==> config.mk <==
export PLATFORM = sky130hd
export DESIGN_NAME = touch_swipe_grid_classifier_top
export DESIGN_NICKNAME = d
export VERILOG_FILES = /design/src/hw/rtl/tsgc_pkg.sv /design/src/hw/rtl/tsgc_slot_div.sv /design/src/hw/rtl/touch_swipe_grid_classifier_top.sv
export SDC_FILE = /design/constraint.sdc
export NUM_CORES = 1
export LEC_CHECK = 0
export BUFFER_PORTS_ARGS = -buffer_cell sky130_fd_sc_hd__buf_2
export CAP_MARGIN = 10
export CELL_PAD_IN_SITES_DETAIL_PLACEMENT = 0
export CELL_PAD_IN_SITES_GLOBAL_PLACEMENT = 1
export CORE_MARGIN = 4
export CORE_UTILIZATION = 50
export CTS_CLUSTER_DIAMETER = 60
export DETAILED_ROUTE_END_ITERATION = 6
export HOLD_SLACK_MARGIN = 0.12
export PLACE_DENSITY = 0.79
export SYNTH_ARGS = -nofsm -noshare
export SYNTH_HDL_FRONTEND = slang
export SYNTH_SLANG_ARGS = --single-unit
==> constraint.sdc <==
create_clock -name clk_i -period 7.93 [get_ports clk_i]
set_input_delay 1.586 -clock clk_i [delete_from_list [all_inputs] [get_ports clk_i]]
set_output_delay 1.586 -clock clk_i [all_outputs]
set_load 0.005 [all_outputs]
==> src/hw/rtl/tsgc_pkg.sv <==
`default_nettype none

package tsgc_pkg;

  localparam int unsigned VAL_W     = 16;
  localparam int unsigned CMD_W     = 3;
  localparam int unsigned GEST_W    = 3;
  localparam int unsigned CELL_W    = 8;
  localparam int unsigned DIM_REG_W = 5;
  localparam int unsigned CFG_IDX_W = 3;

  // command codes
  localparam logic [CMD_W-1:0] CMD_X     = 3'd0;
  localparam logic [CMD_W-1:0] CMD_Y     = 3'd1;
  localparam logic [CMD_W-1:0] CMD_TOUCH = 3'd2;
  localparam logic [CMD_W-1:0] CMD_KEY   = 3'd3;

  // gesture codes
  localparam logic [GEST_W-1:0] GEST_TAP   = 3'd0;
  localparam logic [GEST_W-1:0] GEST_UP    = 3'd1;
  localparam logic [GEST_W-1:0] GEST_DOWN  = 3'd2;
  localparam logic [GEST_W-1:0] GEST_LEFT  = 3'd3;
  localparam logic [GEST_W-1:0] GEST_RIGHT = 3'd4;

  // configuration register indexes
  localparam logic [CFG_IDX_W-1:0] REG_GRID_ROWS       = 3'd0;
  localparam logic [CFG_IDX_W-1:0] REG_GRID_COLUMNS    = 3'd1;
  localparam logic [CFG_IDX_W-1:0] REG_RANGE_X         = 3'd2;
  localparam logic [CFG_IDX_W-1:0] REG_RANGE_Y         = 3'd3;
  localparam logic [CFG_IDX_W-1:0] REG_SWIPE_THRESHOLD = 3'd4;
  localparam logic [CFG_IDX_W-1:0] REG_STOP_COORDS     = 3'd5;
  localparam logic [CFG_IDX_W-1:0] REG_STOP_KEYS       = 3'd6;

  // reset values
  localparam logic [DIM_REG_W-1:0] RST_GRID_DIM  = 5'd3;
  localparam logic [VAL_W-1:0]     RST_RANGE     = 16'd4095;
  localparam logic [VAL_W-1:0]     RST_THRESHOLD = 16'd100;

  typedef struct packed {
    logic [CMD_W-1:0] command;
    logic [VAL_W-1:0] event_value;
  } in_t;

  typedef struct packed {
    logic              forward;
    logic              gesture_valid;
    logic [GEST_W-1:0] gesture;
    logic [CELL_W-1:0] cell_index;
  } out_t;

  // request to the shared slot divider
  typedef struct packed {
    logic             start;
    logic [VAL_W-1:0] pos;
    logic [VAL_W-1:0] span;
  } slot_req_t;

endpackage

`default_nettype wire

==> src/hw/rtl/tsgc_slot_div.sv <==
`default_nettype none

module tsgc_slot_div #(
  parameter int unsigned DIM_W = 5
) (
  input  wire                        clk_i,
  input  wire                        rst_ni,
  input  wire tsgc_pkg::slot_req_t   req_i,
  input  wire  [DIM_W-1:0]           count_i,
  output logic                       done_o,
  output logic [DIM_W-1:0]           quot_o
);

  localparam int unsigned RW    = tsgc_pkg::VAL_W + DIM_W;
  localparam int unsigned CNT_W = $clog2(DIM_W + 1);

  logic [tsgc_pkg::VAL_W-1:0] pos_clamp;
  logic [tsgc_pkg::VAL_W-1:0] divisor;
  logic [RW-1:0]              prod;
  logic [RW-1:0]              rem_q, rem_d;
  logic [RW-1:0]              dsh_q;
  logic [DIM_W-1:0]           quot_q;
  logic [CNT_W-1:0]           cnt_q;
  logic                       busy_q;
  logic                       done_q;
  logic                       ge;

  // position clamped to the range, range of zero divides by one
  assign pos_clamp = (req_i.pos > req_i.span) ? req_i.span : req_i.pos;
  assign divisor   = (req_i.span == '0) ? tsgc_pkg::VAL_W'(1) : req_i.span;
  assign prod      = RW'(pos_clamp) * RW'(count_i);

  // restoring step, one quotient bit a cycle
  assign ge    = (rem_q >= dsh_q);
  assign rem_d = ge ? (rem_q - dsh_q) : rem_q;

  always_ff @(posedge clk_i or negedge rst_ni) begin
    if (!rst_ni) begin
      busy_q <= 1'b0;
      done_q <= 1'b0;
      cnt_q  <= '0;
    end else begin
      done_q <= 1'b0;
      if (req_i.start) begin
        busy_q <= 1'b1;
        cnt_q  <= CNT_W'(DIM_W - 1);
      end else if (busy_q) begin
        if (cnt_q == '0) begin
          busy_q <= 1'b0;
          done_q <= 1'b1;
        end else begin
          cnt_q <= cnt_q - CNT_W'(1);
        end
      end
    end
  end

  always_ff @(posedge clk_i) begin
    if (req_i.start) begin
      rem_q  <= prod;
      dsh_q  <= RW'(divisor) << (DIM_W - 1);
      quot_q <= '0;
    end else if (busy_q) begin
      rem_q  <= rem_d;
      dsh_q  <= dsh_q >> 1;
      quot_q <= DIM_W'({quot_q, ge});
    end
  end

  assign done_o = done_q;
  assign quot_o = quot_q;

endmodule

`default_nettype wire

==> src/hw/rtl/touch_swipe_grid_classifier_top.sv <==
// Touchpad gesture classifier. Each accepted input transaction yields exactly one
// output transaction carrying the forward flag and, on a touch release that ends an
// active session, the gesture and the grid cell of the start point. Every event but
// such a release is answered in the cycle after it is accepted. A release with an
// active session runs two divisions (row, then column) on one shared restoring
// divider that produces one quotient bit per cycle; no input is taken until the
// result is in the output register. Results sit in an output register; a new
// event is accepted only once the previous result is taken, at the earliest in the
// same cycle. Configuration writes go straight to the registers and should only be
// made while the block is idle.
`default_nettype none

module touch_swipe_grid_classifier_top #(
  parameter int unsigned GRID_DIM_MAX = 16,
  parameter int unsigned COORD_BITS   = 16
) (
  input  wire                                       clk_i,
  input  wire                                       rst_ni,
  input  wire                                       cfg_we_i,
  input  wire  [tsgc_pkg::CFG_IDX_W-1:0]            cfg_idx_i,
  input  wire  [tsgc_pkg::VAL_W-1:0]                cfg_data_i,
  input  wire                                       in_valid_i,
  output logic                                      in_stall_o,
  input  wire tsgc_pkg::in_t                        in_data_i,
  output logic                                      out_valid_o,
  input  wire                                       out_stall_i,
  output tsgc_pkg::out_t                            out_data_o
);

  localparam int unsigned DIM_W  = $clog2(GRID_DIM_MAX + 1);
  localparam int unsigned PROD_W = 2 * DIM_W + 1;
  localparam logic [COORD_BITS-1:0] SENT = {COORD_BITS{1'b1}};

  typedef enum logic [5:0] {
    S_IDLE   = 6'b000001,
    S_REQ_Y  = 6'b000010,
    S_WAIT_Y = 6'b000100,
    S_REQ_X  = 6'b001000,
    S_WAIT_X = 6'b010000,
    S_CELL   = 6'b100000
  } state_e;

  state_e state_q, state_d;

  // configuration
  logic [tsgc_pkg::DIM_REG_W-1:0] grid_rows_q, grid_cols_q;
  logic [tsgc_pkg::VAL_W-1:0]     range_x_q, range_y_q, thresh_q;
  logic                           stop_coords_q, stop_keys_q;

  // tracking state
  logic [COORD_BITS-1:0] start_x_q, start_x_d, start_y_q, start_y_d;
  logic [COORD_BITS-1:0] last_x_q, last_x_d, last_y_q, last_y_d;
  logic                  session_q, session_d, touch_q, touch_d;

  logic [tsgc_pkg::GEST_W-1:0] gest_q, gest_d;
  logic [DIM_W-1:0]            qy_q, qy_d, qx_q, qx_d;

  logic                out_valid_q, out_valid_d;
  tsgc_pkg::out_t      out_q, out_d;

  logic                in_acc, out_free;
  logic [COORD_BITS-1:0] coord;
  logic                neg_x, neg_y;
  logic [COORD_BITS-1:0] adx, ady;
  logic [tsgc_pkg::GEST_W-1:0] gest_now;
  logic [DIM_W-1:0]    rows_sat, cols_sat, slot, cnt_sel;
  logic [PROD_W-1:0]   cell_full;

  tsgc_pkg::slot_req_t slot_req;
  logic                slot_done;
  logic [DIM_W-1:0]    slot_quot;

  // grid dimensions saturated to 1..GRID_DIM_MAX
  always_comb begin
    if (grid_rows_q == '0) begin
      rows_sat = DIM_W'(1);
    end else if (32'(grid_rows_q) > 32'(GRID_DIM_MAX)) begin
      rows_sat = DIM_W'(GRID_DIM_MAX);
    end else begin
      rows_sat = DIM_W'(grid_rows_q);
    end
    if (grid_cols_q == '0) begin
      cols_sat = DIM_W'(1);
    end else if (32'(grid_cols_q) > 32'(GRID_DIM_MAX)) begin
      cols_sat = DIM_W'(GRID_DIM_MAX);
    end else begin
      cols_sat = DIM_W'(grid_cols_q);
    end
  end

  always_ff @(posedge clk_i or negedge rst_ni) begin
    if (!rst_ni) begin
      grid_rows_q   <= tsgc_pkg::RST_GRID_DIM;
      grid_cols_q   <= tsgc_pkg::RST_GRID_DIM;
      range_x_q     <= tsgc_pkg::RST_RANGE;
      range_y_q     <= tsgc_pkg::RST_RANGE;
      thresh_q      <= tsgc_pkg::RST_THRESHOLD;
      stop_coords_q <= 1'b0;
      stop_keys_q   <= 1'b0;
    end else if (cfg_we_i) begin
      case (cfg_idx_i)
        tsgc_pkg::REG_GRID_ROWS:       grid_rows_q   <= cfg_data_i[tsgc_pkg::DIM_REG_W-1:0];
        tsgc_pkg::REG_GRID_COLUMNS:    grid_cols_q   <= cfg_data_i[tsgc_pkg::DIM_REG_W-1:0];
        tsgc_pkg::REG_RANGE_X:         range_x_q     <= cfg_data_i;
        tsgc_pkg::REG_RANGE_Y:         range_y_q     <= cfg_data_i;
        tsgc_pkg::REG_SWIPE_THRESHOLD: thresh_q      <= cfg_data_i;
        tsgc_pkg::REG_STOP_COORDS:     stop_coords_q <= cfg_data_i[0];
        tsgc_pkg::REG_STOP_KEYS:       stop_keys_q   <= cfg_data_i[0];
        default: ;
      endcase
    end
  end

  assign out_free   = !out_valid_q || !out_stall_i;
  assign in_stall_o = (state_q != S_IDLE) || !out_free;
  assign in_acc     = in_valid_i && !in_stall_o;
  assign coord      = COORD_BITS'(in_data_i.event_value);

  // gesture from the deltas, ties go to the x axis
  always_comb begin
    neg_x = last_x_q < start_x_q;
    neg_y = last_y_q < start_y_q;
    adx   = neg_x ? (start_x_q - last_x_q) : (last_x_q - start_x_q);
    ady   = neg_y ? (start_y_q - last_y_q) : (last_y_q - start_y_q);
    if ((tsgc_pkg::VAL_W'(adx) < thresh_q) && (tsgc_pkg::VAL_W'(ady) < thresh_q)) begin
      gest_now = tsgc_pkg::GEST_TAP;
    end else if (ady > adx) begin
      gest_now = neg_y ? tsgc_pkg::GEST_UP : tsgc_pkg::GEST_DOWN;
    end else begin
      gest_now = neg_x ? tsgc_pkg::GEST_LEFT : tsgc_pkg::GEST_RIGHT;
    end
  end

  // shared divider request, row count held while the row quotient is clamped
  always_comb begin
    slot_req.start = (state_q == S_REQ_Y) || (state_q == S_REQ_X);
    if ((state_q == S_REQ_Y) || (state_q == S_WAIT_Y)) begin
      slot_req.pos  = tsgc_pkg::VAL_W'(start_y_q);
      slot_req.span = range_y_q;
      cnt_sel       = rows_sat;
    end else begin
      slot_req.pos  = tsgc_pkg::VAL_W'(start_x_q);
      slot_req.span = range_x_q;
      cnt_sel       = cols_sat;
    end
  end

  tsgc_slot_div #(
    .DIM_W (DIM_W)
  ) u_slot_div (
    .clk_i   (clk_i),
    .rst_ni  (rst_ni),
    .req_i   (slot_req),
    .count_i (cnt_sel),
    .done_o  (slot_done),
    .quot_o  (slot_quot)
  );

  // quotient clamped to count - 1
  assign slot = (slot_quot >= cnt_sel) ? (cnt_sel - DIM_W'(1)) : slot_quot;

  assign cell_full = PROD_W'(qy_q) * PROD_W'(cols_sat) + PROD_W'(qx_q);

  always_comb begin
    state_d     = state_q;
    start_x_d   = start_x_q;
    start_y_d   = start_y_q;
    last_x_d    = last_x_q;
    last_y_d    = last_y_q;
    session_d   = session_q;
    touch_d     = touch_q;
    gest_d      = gest_q;
    qy_d        = qy_q;
    qx_d        = qx_q;
    out_valid_d = out_valid_q && out_stall_i;
    out_d       = out_q;

    case (state_q)
      S_IDLE: begin
        if (in_acc) begin
          out_valid_d = 1'b1;
          out_d       = '0;
          out_d.forward = 1'b1;
          case (in_data_i.command)
            tsgc_pkg::CMD_X, tsgc_pkg::CMD_Y: begin
              if (touch_q) begin
                if (in_data_i.command == tsgc_pkg::CMD_X) begin
                  if (start_x_q == SENT) start_x_d = coord;
                  last_x_d = coord;
                end else begin
                  if (start_y_q == SENT) start_y_d = coord;
                  last_y_d = coord;
                end
                if ((start_x_d != SENT) && (start_y_d != SENT)) session_d = 1'b1;
              end
              out_d.forward = !stop_coords_q;
            end
            tsgc_pkg::CMD_TOUCH: begin
              out_d.forward = !stop_keys_q;
              touch_d       = (in_data_i.event_value != '0);
              session_d     = 1'b0;
              if (in_data_i.event_value != '0) begin
                start_x_d = SENT;
                start_y_d = SENT;
                last_x_d  = SENT;
                last_y_d  = SENT;
              end else if (session_q) begin
                // result held back until the cell is known
                out_valid_d = 1'b0;
                out_d       = out_q;
                gest_d      = gest_now;
                state_d     = S_REQ_Y;
              end
            end
            tsgc_pkg::CMD_KEY: begin
              out_d.forward = !stop_keys_q;
            end
            default: ;
          endcase
        end
      end
      S_REQ_Y: state_d = S_WAIT_Y;
      S_WAIT_Y: begin
        if (slot_done) begin
          qy_d    = slot;
          state_d = S_REQ_X;
        end
      end
      S_REQ_X: state_d = S_WAIT_X;
      S_WAIT_X: begin
        if (slot_done) begin
          qx_d    = slot;
          state_d = S_CELL;
        end
      end
      S_CELL: begin
        if (out_free) begin
          out_valid_d         = 1'b1;
          out_d.forward       = !stop_keys_q;
          out_d.gesture_valid = 1'b1;
          out_d.gesture       = gest_q;
          out_d.cell_index    = tsgc_pkg::CELL_W'(cell_full);
          state_d             = S_IDLE;
        end
      end
      default: state_d = S_IDLE;
    endcase
  end

  always_ff @(posedge clk_i or negedge rst_ni) begin
    if (!rst_ni) begin
      state_q     <= S_IDLE;
      start_x_q   <= SENT;
      start_y_q   <= SENT;
      last_x_q    <= SENT;
      last_y_q    <= SENT;
      session_q   <= 1'b0;
      touch_q     <= 1'b0;
      out_valid_q <= 1'b0;
    end else begin
      state_q     <= state_d;
      start_x_q   <= start_x_d;
      start_y_q   <= start_y_d;
      last_x_q    <= last_x_d;
      last_y_q    <= last_y_d;
      session_q   <= session_d;
      touch_q     <= touch_d;
      out_valid_q <= out_valid_d;
    end
  end

  always_ff @(posedge clk_i) begin
    gest_q <= gest_d;
    qy_q   <= qy_d;
    qx_q   <= qx_d;
    out_q  <= out_d;
  end

  assign out_valid_o = out_valid_q;
  assign out_data_o  = out_q;

  // divider only finishes while the sequencer waits for it
  a_done_in_wait: assert property (@(posedge clk_i) disable iff (!rst_ni)
    slot_done |-> (state_q == S_WAIT_Y || state_q == S_WAIT_X))
    else $error("slot divider finished outside a wait state");

  // no gesture means empty gesture fields
  a_no_gesture_zero: assert property (@(posedge clk_i) disable iff (!rst_ni)
    (out_valid_o && !out_data_o.gesture_valid) |->
      (out_data_o.gesture == tsgc_pkg::GEST_TAP && out_data_o.cell_index == '0))
    else $error("gesture fields set without a gesture");

  // the row slot lies inside the grid
  a_row_in_grid: assert property (@(posedge clk_i) disable iff (!rst_ni)
    (state_q == S_REQ_X) |-> (qy_q < rows_sat))
    else $error("row slot outside the grid");

  // finishing the cell always presents a gesture result
  a_cell_result: assert property (@(posedge clk_i) disable iff (!rst_ni)
    (state_q == S_CELL && out_free) |=> (out_valid_o && out_data_o.gesture_valid))
    else $error("cell step did not deliver a gesture");

endmodule

`default_nettype wire
==> impl_metrics.ini, run 1 <==
[setup_path]
worst_setup_path_start_kind = register
crit_family = adder cells
cp_slowest_cell = fa_1
cp_max_fo = 62
path_buf_inv = 5
path_class = reg2reg
worst_path_most_repeated_cell = a21oi_1
arrival_ns = 7.73
critPathRequiredTime_ns = 8.21
critPathMaxStageDelay_ns = 0.54
endpoint_kind = register

[global_route]
track_usage_pct = 25.6
grt.overflow.total = 0
grt_pass1_wl_mm = 80.0
grt_pass1_vias = 14500
grt_max_degree = 72
antenna_found_initial = 1

[sta]
fmax_ghz = 0.134
clock_skew_ns = 0.0175
rsz0062_at_grt = false
worstMarginPinSlew_ns = 1.12
drv_slew = 0
layout_setup_ws_ns = 0.485
finalSetupViolations = 0
relSlewSlack_pct = 25.6
period_share_pct = 93.9
tns_ns = 0
period_minus_slack_ns = 7.45
hold_viol_final = 0

[clock_network]
ctsHoldBuffers = 0
htreeDepth = 1
cts_resized = 0
clkTransAtPathRegs_ns = 0.06
cts_inserted_buffers = 28
clockRootBuffer = clkbuf_16
clk_latency_ns = 0.57
cts_tree = built
cts.sinks = 210
cts_buffer_depth = 3
post-cts-setup-buffers = 0

[floorplanning]
start_util_pct = 50.6
die_x_um = 198
std_cell_rows = 69
die_h_um = 198
die_area_mm2 = 0.0391
ioPinCount = 58
core_mm2 = 0.0356

[run]
drv_cap = 0

[drt]
vias = 14300
vias_per_cell = 5.78
wl_per_cell_um = 20.1
drt_iter0_drc = 925
detail-route-antenna-nets = 0
drc = 0
first_pass_iters = 5
wirelength_mm = 49.8

[logic_synthesis]
synth-edff-count = 63
synth_cell_types = 83
syn_area_mm2 = 0.0180
ys_seq_elements = 210
syn_inst = 1954
syn_area_per_cell_um2 = 9.20
ys.flop_type = dfstp_2
yosysSeqAreaShare_pct = 31.4
syn_nets = 2249
yosys_warnings = 0
synthArstFlopShare_pct = 65.7

[finish]
diodes = 0
layout_commonest_cell = inv_1
layout_common_cells = inv_1 (219), nor2_1 (205), ha_1 (192), a21oi_1 (165), nand2_1 (107)
finish.instance_area_mm2 = 0.0198
nFillCells = 3216
drive_gt1_share_pct = 16.5
fin_nets = 2290
area_growth_pct = 10.1

[placed_design]
gp_congestion = 0.922
dp_hpwl_mm = 39.5
place_worst_setup_slack_ns = 0.457
placed_cell_area_mm2 = 0.0188
numPortBuffers = 57

[power_and_ir_drop]
ir_drop_mv = 0.212
power.density_mw_per_mm2 = 186
p_leak_nw = 9.04

[min_path]
hp-class = reg2reg

[status]
status = finished, final reports clean
[final cells by class]
class / instances / area, um^2 / area share (%)
sequential: 210 / 5650 / 28.5
tap: 461 / 577 / 2.91
timing repair buffer: 81 / 484 / 2.44
multi-input combinational: 1455 / 11300 / 56.8
clock inverter: 17 / 213 / 1.07
clock buffer: 35 / 808 / 4.08
inverter: 219 / 822 / 4.15
[layer usage]
layer	track usage, %	share of wire, %	up-vias
li1	-	-	6897
met1	33.4	43	6958
met2	44.4	49	373
met3	3.14	4.4	84
met4	8.52	3.7	2
met5	0	0.022	-
[per-stage QoR]
step / util (%) / hold slack (ns) / std cells / power (W)
finish: 55.7 / 0.483 / 2478 / 0.00368
global route: 55.7 / 0.509 / 2478 / 0.00391
CTS: 55.6 / 0.482 / 2478 / 0.00370
detailed placement: 52.7 / 0.473 / 2426 / 0.00235
global placement: 52.7 / 0.480 / 2426 / 0.00233
floorplan: - / 0.448 / 1954 / 0.00205
[synthesized netlist by cell type (all sizes together), types with 9 or more instances]
master | number | share of area [%]
a211oi | 9 | 0.45
a21boi | 9 | 0.38
a21o | 38 | 1.6
a21oi | 170 | 4.9
and2 | 24 | 0.83
buf | 19 | 0.79
clkbuf | 51 | 1.1
dfrtp | 42 | 5.8
dfstp | 96 | 14
dfxtp | 9 | 1.0
edfxtp | 63 | 11
fa | 60 | 6.7
ha | 192 | 13
inv | 219 | 4.6
mux2 | 63 | 4.2
mux2i | 46 | 2.6
nand2 | 108 | 2.3
nand2b | 28 | 0.97
nand3 | 33 | 0.95
nand4 | 32 | 1.1
nor2 | 207 | 4.3
nor2b | 17 | 0.59
nor3 | 25 | 0.70
nor3b | 10 | 0.48
nor4 | 13 | 0.54
o21a | 17 | 0.71
o21ai | 99 | 2.8
o21bai | 11 | 0.46
o22a | 39 | 1.9
o31ai | 15 | 0.65
or2 | 13 | 0.45
xnor2 | 51 | 2.5
xor2 | 33 | 1.6
[state kept, by name, summed over array words and instances (netlist names), 3 cells and up]
| register | flops |
|---|---|
| out_data_o | 13 |
| grid_rows_q | 5 |
| thresh_q | 16 |
| start_x_q | 16 |
| grid_cols_q | 5 |
| qy_q | 5 |
| start_y_q | 16 |
| u_slot_div.quot_o | 5 |
| gest_q | 3 |
| range_y_q | 16 |
| last_x_q | 16 |
| range_x_q | 16 |
| u_slot_div.cnt_q | 3 |
| u_slot_div.rem_q | 21 |
| qx_q | 5 |
| last_y_q | 16 |
| state_q | 6 |
| u_slot_div.dsh_q | 20 |
[worst paths after layout]
check	start	endpoint	slack, ns	cells after the start
setup / recovery	state_q[1]	u_slot_div.rem_q[19]	0.48	29
hold / removal	u_slot_div.cnt_q[2]	u_slot_div.done_o	0.48	1
setup reg to reg	state_q[1]	u_slot_div.rem_q[19]	0.48	29
hold reg to reg	u_slot_div.cnt_q[2]	u_slot_div.done_o	0.48	1
max in group asynchronous	rst_ni	session_q	5.55	2
min in group asynchronous	rst_ni	u_slot_div.cnt_q[0]	1.00	1
[worst register-to-register path, delay by kind of cell, from the launching register on]
| family | cells | cell delay, ns |
|---|---|---|
| AO/OA/AOI/OAI | 9 | 1.88 |
| flip-flops | 1 | 0.50 |
| adder cells (fa/ha/maj) | 5 | 2.16 |
| multiplexers | 2 | 0.43 |
| XOR/XNOR | 2 | 0.43 |
| AND/OR/NAND/NOR | 6 | 1.03 |
| buffers and inverters | 5 | 0.73 |
[logic make-up after synthesis]
logic type	synth area share, %
AO/OA/AOI/OAI	16.6
XOR/XNOR	4.09
adder cells (fa/ha/maj)	20.1
buffers and inverters	6.42
flip-flops	31.4
multiplexers	6.71
AND/OR/NAND/NOR	14.7
[report_power, final]
group | leakage (nW) | switching, W | internal (W)
registers | 2.11 | 0.0000489 | 0.00121
logic | 6.43 | 0.000633 | 0.000444
clock network | 0.508 | 0.000533 | 0.000806
Note: power is estimated with default switching activity, not from simulation.
==> run 2, diff against run 1 <==
CORE_ASPECT_RATIO = 1.75   (was not set)
==> impl_metrics.ini, run 2 (synthesis gave the netlist of run 1 again) <==
[setup_path]
worst_setup_path_start_kind = register
path_class = reg2reg
cp_slowest_cell = fa_1
crit-reg2reg-launch = state_q[3]
r2r_setup_slack_ns = 0.52
cp_max_fo = 55
critPathRequiredTime_ns = 8.19
critPathMaxStageDelay_ns = 0.54
endpoint_kind = register
critical_path.startpoint = state_q[3]
arrival_ns = 7.67

[sta]
drv_slew = 0
timing.hold.ws_ns = 0.511
clock_skew_ns = 0.0144
period_minus_slack_ns = 7.41
period_share_pct = 93.5
relSlewSlack_pct = 24.6
finalSetupViolations = 0
tns_ns = 0
hold_viol_final = 0
rsz0062_at_grt = false
worstMarginPinSlew_ns = 1.13
fmax_ghz = 0.135

[finish]
layout_commonest_cell = inv_1
area_growth_pct = 9.11
layout_common_cells = inv_1 (219), nor2_1 (206), ha_1 (192), a21oi_1 (167), nand2_1 (107)
post-route-util_pct = 55.4
largest_reg_flops = 21
diodes = 0
largest_register = u_slot_div.rem_q
fin_nets = 2296
top_regs = u_slot_div.rem_q (21), u_slot_div.dsh_q (20)
nFillCells = 3334
drive_gt1_share_pct = 16.1

[clock_network]
clockRootBuffer = clkbuf_16
cts_buffer_depth = 3
cts_tree = built
cts.sinks = 210
htreeDepth = 1
cts_inserted_buffers = 23
clkTransAtPathRegs_ns = 0.07
clk_latency_ns = 0.54

[power_and_ir_drop]
power.density_mw_per_mm2 = 174
p_leak_nw = 8.96
ir_drop_mv = 0.155

[global_route]
grt_pass1_vias = 15200
met2_usage_pct = 54.2
met3_usage_pct = 2.22
met1_usage_pct = 26.2
grt-busiest-layer = met2
grt.overflow.total = 0
track_usage_pct = 26.7
grt_max_degree = 72
antenna_found_initial = 0
grt_pass1_wl_mm = 81.5

[placed_design]
gp_congestion = 0.998
dp_hpwl_mm = 42.3
numPortBuffers = 57

[drt]
wirelength_mm = 51.2
wl_per_cell_um = 20.6
detail-route-antenna-nets = 0
drc = 0
vias_per_cell = 5.74
vias = 14300
first_pass_iters = 4
drt_iter0_drc = 573

[floorplanning]
die_x_um = 151
std_cell_rows = 91
ioPinCount = 58
die_area_mm2 = 0.0392
start_util_pct = 50.8
core_mm2 = 0.0354
die_h_um = 259

[run]
drv_cap = 0

[min_path]
hp-start = start_y_q[15]
hp-class = reg2reg

[status]
status = finished, final reports clean
-- run 2: cell type report --
type,count,area [um^2],area share (%)
well taps,465,582,2.96
repair buffers,92,579,2.95
clock inverters,11,97.6,0.497
clock buffers,31,658,3.35
flip-flops and latches,210,5650,28.8
inverters,219,822,4.19
multi-input cells,1455,11200,57.3
-- run 2: metrics by stage --
stage | cells | setup WS (ns) | total power, W | instance area [um^2]
6_report | 2483 | 0.518 | 0.00342 | 19600
3_3_place_gp | 2438 | 0.375 | 0.00231 | 18800
5_1_grt | 2483 | 0.0194 | 0.00366 | 19600
4_1_cts | 2480 | 0.290 | 0.00345 | 19600
3_5_place_dp | 2438 | 0.331 | 0.00234 | 18800
2_1_floorplan | 1954 | 0.808 | 0.00205 | 18000
-- run 2: path summary, 6_finish.rpt --
check	to	cells after the start
setup / recovery	u_slot_div.rem_q[20]	28
hold / removal	start_y_q[15]	2
setup reg to reg	u_slot_div.rem_q[20]	28
hold reg to reg	start_y_q[15]	2
max in group asynchronous	u_slot_div.busy_q	2
min in group asynchronous	session_q	1
-- run 2: repair_timing --
item	CTS	global route
buffers inserted	0	2
endpoints found under the setup margin	0	5
endpoints found under the hold margin	0	0
resized for setup	0	2
hold buffers	0	0
-- run 2: report_power, final --
| group | switching, W | internal [W] |
|---|---|---|
| clock network | 0.000470 | 0.000621 |
| logic | 0.000611 | 0.000457 |
| registers | 0.0000476 | 0.00121 |
-- run 2: critical path, delay by kind of cell, from the launching register on --
family / cells / cell delay (ns)
compound gates: 9 / 1.73
xor+xnor: 1 / 0.15
fa+ha+maj: 5 / 2.21
buf+inv: 4 / 0.48
flops: 1 / 0.50
mux: 1 / 0.32
simple gates: 8 / 1.73
-- run 2: layer usage --
metal  part of all wire [%]  up-vias
met2                     58      258
met5                      0        -
li1                       -     6895
met4                    5.4        0
met3                    2.6      124
met1                     34     6987
